--- src/sv/if5_pkg.sv ---
`default_nettype none
package if5_pkg;

    localparam int PIX_W   = 8;
    localparam int COL_W   = 11;
    localparam int ROW_W   = 14;
    localparam int COEF_W  = 12;
    localparam int TAPS    = 5;
    localparam int CFG_W   = 60;
    localparam int IDX_W   = 3;
    localparam int BIAS_W  = 20;
    localparam int FW_W    = 12;
    localparam int FH_W    = 14;
    localparam int PROD_W  = 21;
    localparam int SUM_W   = 28;

    localparam logic [IDX_W-1:0] REG_COEF0  = 3'd0;
    localparam logic [IDX_W-1:0] REG_COEF1  = 3'd1;
    localparam logic [IDX_W-1:0] REG_COEF2  = 3'd2;
    localparam logic [IDX_W-1:0] REG_COEF3  = 3'd3;
    localparam logic [IDX_W-1:0] REG_COEF4  = 3'd4;
    localparam logic [IDX_W-1:0] REG_BIAS   = 3'd5;
    localparam logic [IDX_W-1:0] REG_WIDTH  = 3'd6;
    localparam logic [IDX_W-1:0] REG_HEIGHT = 3'd7;

    typedef struct packed {
        logic [PIX_W-1:0] pixel_in;
        logic             frame_start;
    } in_item_t;

    typedef struct packed {
        logic [PIX_W-1:0] pixel_out;
        logic [COL_W-1:0] out_col;
        logic [ROW_W-1:0] out_row;
        logic             run_last;
    } out_item_t;

    // One classified pixel handed from the front part to the filter part.
    typedef struct packed {
        logic [PIX_W-1:0]           pix;
        logic [COL_W-1:0]           col;
        logic [ROW_W-1:0]           row;
        logic                       interior;
        logic                       border;
        logic [TAPS*TAPS*PIX_W-1:0] win;
    } task_t;

endpackage
`default_nettype wire

--- src/sv/if5_fifo.sv ---
`default_nettype none
module if5_fifo
    import if5_pkg::*;
(
    input  wire logic  aclk,
    input  wire logic  aresetn,
    input  wire logic  wr_valid,
    output logic       wr_ready,
    input  wire task_t wr_data,
    output logic       rd_valid,
    input  wire logic  rd_ready,
    output task_t      rd_data
);
    // Two-entry queue between the window front and the filter back.
    task_t       buf_reg [2];
    logic        wp_reg, rp_reg;
    logic [1:0]  cnt_reg;
    logic        wr, rd;

    assign wr_ready = (cnt_reg != 2'd2);
    assign rd_valid = (cnt_reg != 2'd0);
    assign rd_data  = buf_reg[rp_reg];
    assign wr = wr_valid && wr_ready;
    assign rd = rd_valid && rd_ready;

    always_ff @(posedge aclk) begin
        if (!aresetn) begin
            wp_reg <= 1'b0;
            rp_reg <= 1'b0;
            cnt_reg <= '0;
        end else begin
            if (wr) wp_reg <= ~wp_reg;
            if (rd) rp_reg <= ~rp_reg;
            cnt_reg <= cnt_reg + {1'b0, wr} - {1'b0, rd};
        end
    end

    always_ff @(posedge aclk) begin
        if (wr) buf_reg[wp_reg] <= wr_data;
    end

endmodule
`default_nettype wire

--- config.mk ---
export PLATFORM = sky130hd
export DESIGN_NAME = if5_fifo
export DESIGN_NICKNAME = d
export VERILOG_FILES = /design/src/sv/if5_pkg.sv /design/src/sv/if5_fifo.sv
export SDC_FILE = /design/constraint.sdc
export NUM_CORES = 1
export LEC_CHECK = 0
export BUFFER_PORTS_ARGS = -buffer_cell sky130_fd_sc_hd__buf_2
export CORE_AREA = 2 2 187 189
export DETAILED_ROUTE_END_ITERATION = 8
export DIE_AREA = 0 0 189 191
export MAX_ROUTING_LAYER = met4
export PLACE_DENSITY = 0.76
export SLEW_MARGIN = 20
export SYNTH_ARGS = -nofsm -noshare
export SYNTH_HDL_FRONTEND = slang
export SYNTH_SLANG_ARGS = --single-unit
export TNS_END_PERCENT = 5
--- constraint.sdc ---
create_clock -name aclk -period 21.9 [get_ports aclk]
set_input_delay 2.19 -clock aclk [delete_from_list [all_inputs] [get_ports aclk]]
set_output_delay 2.19 -clock aclk [all_outputs]
set_load 0.005 [all_outputs]
== Word level (Yosys, flattened, before mapping) ==
Memory sizes are Yosys's and may differ from the RTL's. A register that Yosys moved wholly into a read port is not among the register bits.
Cells that the tools add are included.
Widths: inputs -> output; s select.
Storage, ports and cells
  flip-flop bits (word level): 4
  RAM bits: 470
  input bits: 239
  output and inout port bits: 237
  logic and storage cells: 16
  memories kept: 1
Memories
  buf_reg: depth 2, bits a word 235, rd ports 1, clocked after Yosys merged registers in 1, write ports 1, RTL line if5_fifo.sv:15  | task_t buf_reg [2];
Operators by class
  $add $sub $neg: 2
  eq/ne operators: 1
  mux-type cells: 4
  bitwise operators: 2
  reductions and logical operators: 3
Operators with widths (number)
  $mux 1: 4
  $add 2x1->2: 1
  $logic_and 1x1->1: 2
  $ne 2x2->1 const B: 1
  $not 1->1: 2
  $reduce_bool 2->1: 1
  $sub 2x1->2: 1

== Logic depth before layout (Yosys ltp) ==
  depth in word-level cells: 4
  gate-level depth with buffers: 8
  depth with buffers taken out: 8

== Worst setup path before layout ==
OpenSTA, ideal clock, no wires.
  path type: input -> register
  start: input wr_valid
  end: memory buf_reg[0][0] (netlist bit) (enable)
  library setup time: 835 ps
  data arrival time: 12021 ps
  data required time: 21065 ps
  path slack: 9045 ps
  stages on the path: 2
  path buffers: 0
  cell sequence: nand2_1 nor2_1
On the way
  cells in the longest elaborated chain, start to end: 3
Ends and longest elaborated chain
  from (decl): RTL line if5_fifo.sv:7  | input wire logic wr_valid,
  $logic_and 1x1->1: RTL line if5_fifo.sv:23  | assign wr = wr_valid && wr_ready;
  $mux 1: RTL line if5_fifo.sv:39  | if (wr) buf_reg[wp_reg] <= wr_data;
  $mux 1 (implied by the code): RTL line if5_fifo.sv:39
  to (decl): RTL line if5_fifo.sv:15
No other way between the ends.

==> flow_summary.ini <==
[run_status]
status = completed

[min_path]
hp-class = reg -> reg

[floorplan]
die_h_microns = 191
start_util = 0.5217
io_pins = 476
die_w_microns = 189
fp.dieArea_sq_um = 36100
core_sq_um = 34120
rows = 68

[final_layout]
area_delta_synth_final_pct = 23.70
final_net_count = 1504
largest_reg_flops = 470
drive_gt1_frac = 0.6006

[routing]
num_vias = 8838
routedWlPerCell_microns = 20.44
post_drt_via_cell_ratio = 5.016
initialDrtViolationCount = 516
routed_wl_microns = 36020
dr.pass1.iters = 4
postRouteAntennaNets = 0
drc_errors = 0

[timing]
rsz0062_at_grt = no
drv_slew = 0
finalHoldViolCount = 0
finalCritPeriodShare = 0.2383
worst_pin_slew_ps = 1047
whs_ps = 547.6
fin_tns_setup_ps = 0
finClkSkew_ps = 8.498
max_slew_margin = 0.3018
fin_crit_ps = 5218
clock.fmax_mhz = 191.6
setup_viol = 0

[synth]
synthFlopType = edfxtp_1
ys_warn_count = 0
synth_cell_type_count = 18
syn-cell-area_sq_um = 17800
synth_top_area_share = 0.7929
yosys-top-cells-area = edfxtp_1, mux2_4, mux2_2
synth-async-reset-ratio = 0
syn_area_per_cell_sq_um = 23.58
synth.largest_area_cell = edfxtp_1
synthTopCellsByCount = edfxtp_1, mux2_4, mux2_2
synth_edf_count = 470
ys_seq_area_frac = 0.7985
post-synth-top-count-cell = edfxtp_1
syn_inst = 755
ys_ff_latch = 475
syn-num-nets = 996

[critical_path]
startpoint_type = flop
critical_path_required_ps = 19710
crit_type = reg -> out
cp.arrival_ps = 3030
cp_max_fo = 57
r2r_slack_ps = 18830
endpoint_kind = primary output

[clock_tree]
insertion_delay_ps = 540
cts_root_buffer = clkbuf_16
cts_made_buffers = 47
cts_tree = done
clkTransAtPathRegs_ps = 50
ctsResizeCount = 0
cts.sinks = 475
post-cts-setup-buffer-count = 0
ctsHoldBuffers = 0
cts_buffer_depth = 3
ctsHtreeMaxLevel = 2

[power_and_ir_drop]
leakage_nw = 8.472
ir_worst_vdd_v = 0.00009398
power_density_nw_per_um2 = 112.1

[flow_run]
drv_cap = 0

[placement]
port_buffers = 475
post-dp-hpwl_microns = 24550
gp_congestion = 0.8069

[global_route]
antenna_found_initial = 9
gr-total-overflow = 0
grt_max_degree = 124
grt_pass1_vias = 9070
grt_pass1_wl_microns = 51290
grt_use_total = 0.1963
[power breakdown]
| part | internal, mW | total (mW) | switching (mW) |
|---|---|---|---|
| clock network | 0.409 | 0.717 | 0.308 |
| logic | 0.304 | 0.564 | 0.260 |
| registers | 1.14 | 1.19 | 0.0448 |
[critical path, stage by stage, from the launching register on]
cell and delay (ps):
dfxtp_4 950, buf_4 930, mux2_4 360, buf_2 130
[cells in the final DEF (no fill, tap or decap), drive strengths merged, types with 3 or more instances in the layout]
cell type,instances
clkbuf,65
diode,10
mux2,235
dfxtp,5
clkinv,16
edfxtp,470
xnor2,3
inv,3
buf,485
[path summary, 6_finish.rpt]
kind,from,endpoint,depth (start not counted)
worst max register to register,cnt_reg[0],buf_reg[1][131],4
worst min-delay path,rp_reg,flop,2
worst max-delay path,flop,rd_data[228],3
worst min register to register,rp_reg,flop,2
[cells by family (layout without fill, tap and decap cells)]
| logic type | after synthesis | count (layout) | share of synthesized area |
|---|---|---|---|
| AOI/OAI and AO/OA | 1 | 1 | 0.0004219 |
| xor gates and xnor gates | 3 | 3 | 0.001476 |
| adders and majority gates | 2 | 2 | 0.001406 |
| buffers and inverters | 27 | 569 | 0.01385 |
| DFF | 475 | 475 | 0.7985 |
| muxes | 236 | 236 | 0.1809 |
| other | 0 | 10 | 0 |
| and+or+nand+nor | 11 | 11 | 0.003444 |
[layer usage]
layer	GRT usage	routed length, microns	vias up
li1	-	-	4046
met1	0.2192	13340	4356
met2	0.3323	18710	367
met3	0.06297	3010	69
met4	0.07061	958	0
met5	-	0	-
[metrics by stage]
stage	utilization	std cells	area (sq um)	power (mW)	setup WS (ps)
6_report	0.6453	1762	22020	2.469	16680
5_1_grt	0.6453	1761	22010	2.568	16540
4_1_cts	0.6440	1751	21970	2.496	16660
3_5_place_dp	0.6038	1668	20600	1.775	17050
3_3_place_gp	0.6038	1668	20600	1.760	17050
2_1_floorplan	-	755	17800	1.596	9045
[area by class of cell]
type / count / area, sq um
flip-flops and latches: 475 / 14220
fillers: 2328 / 12100
multi-input cells: 253 / 3352
repair buffers: 485 / 2477
clock buffers: 65 / 1286
well taps: 455 / 569.3
clock inverters: 18 / 86.33
diodes: 10 / 25.02
inverters: 1 / 3.754
(Power assumes the default switching activity.)
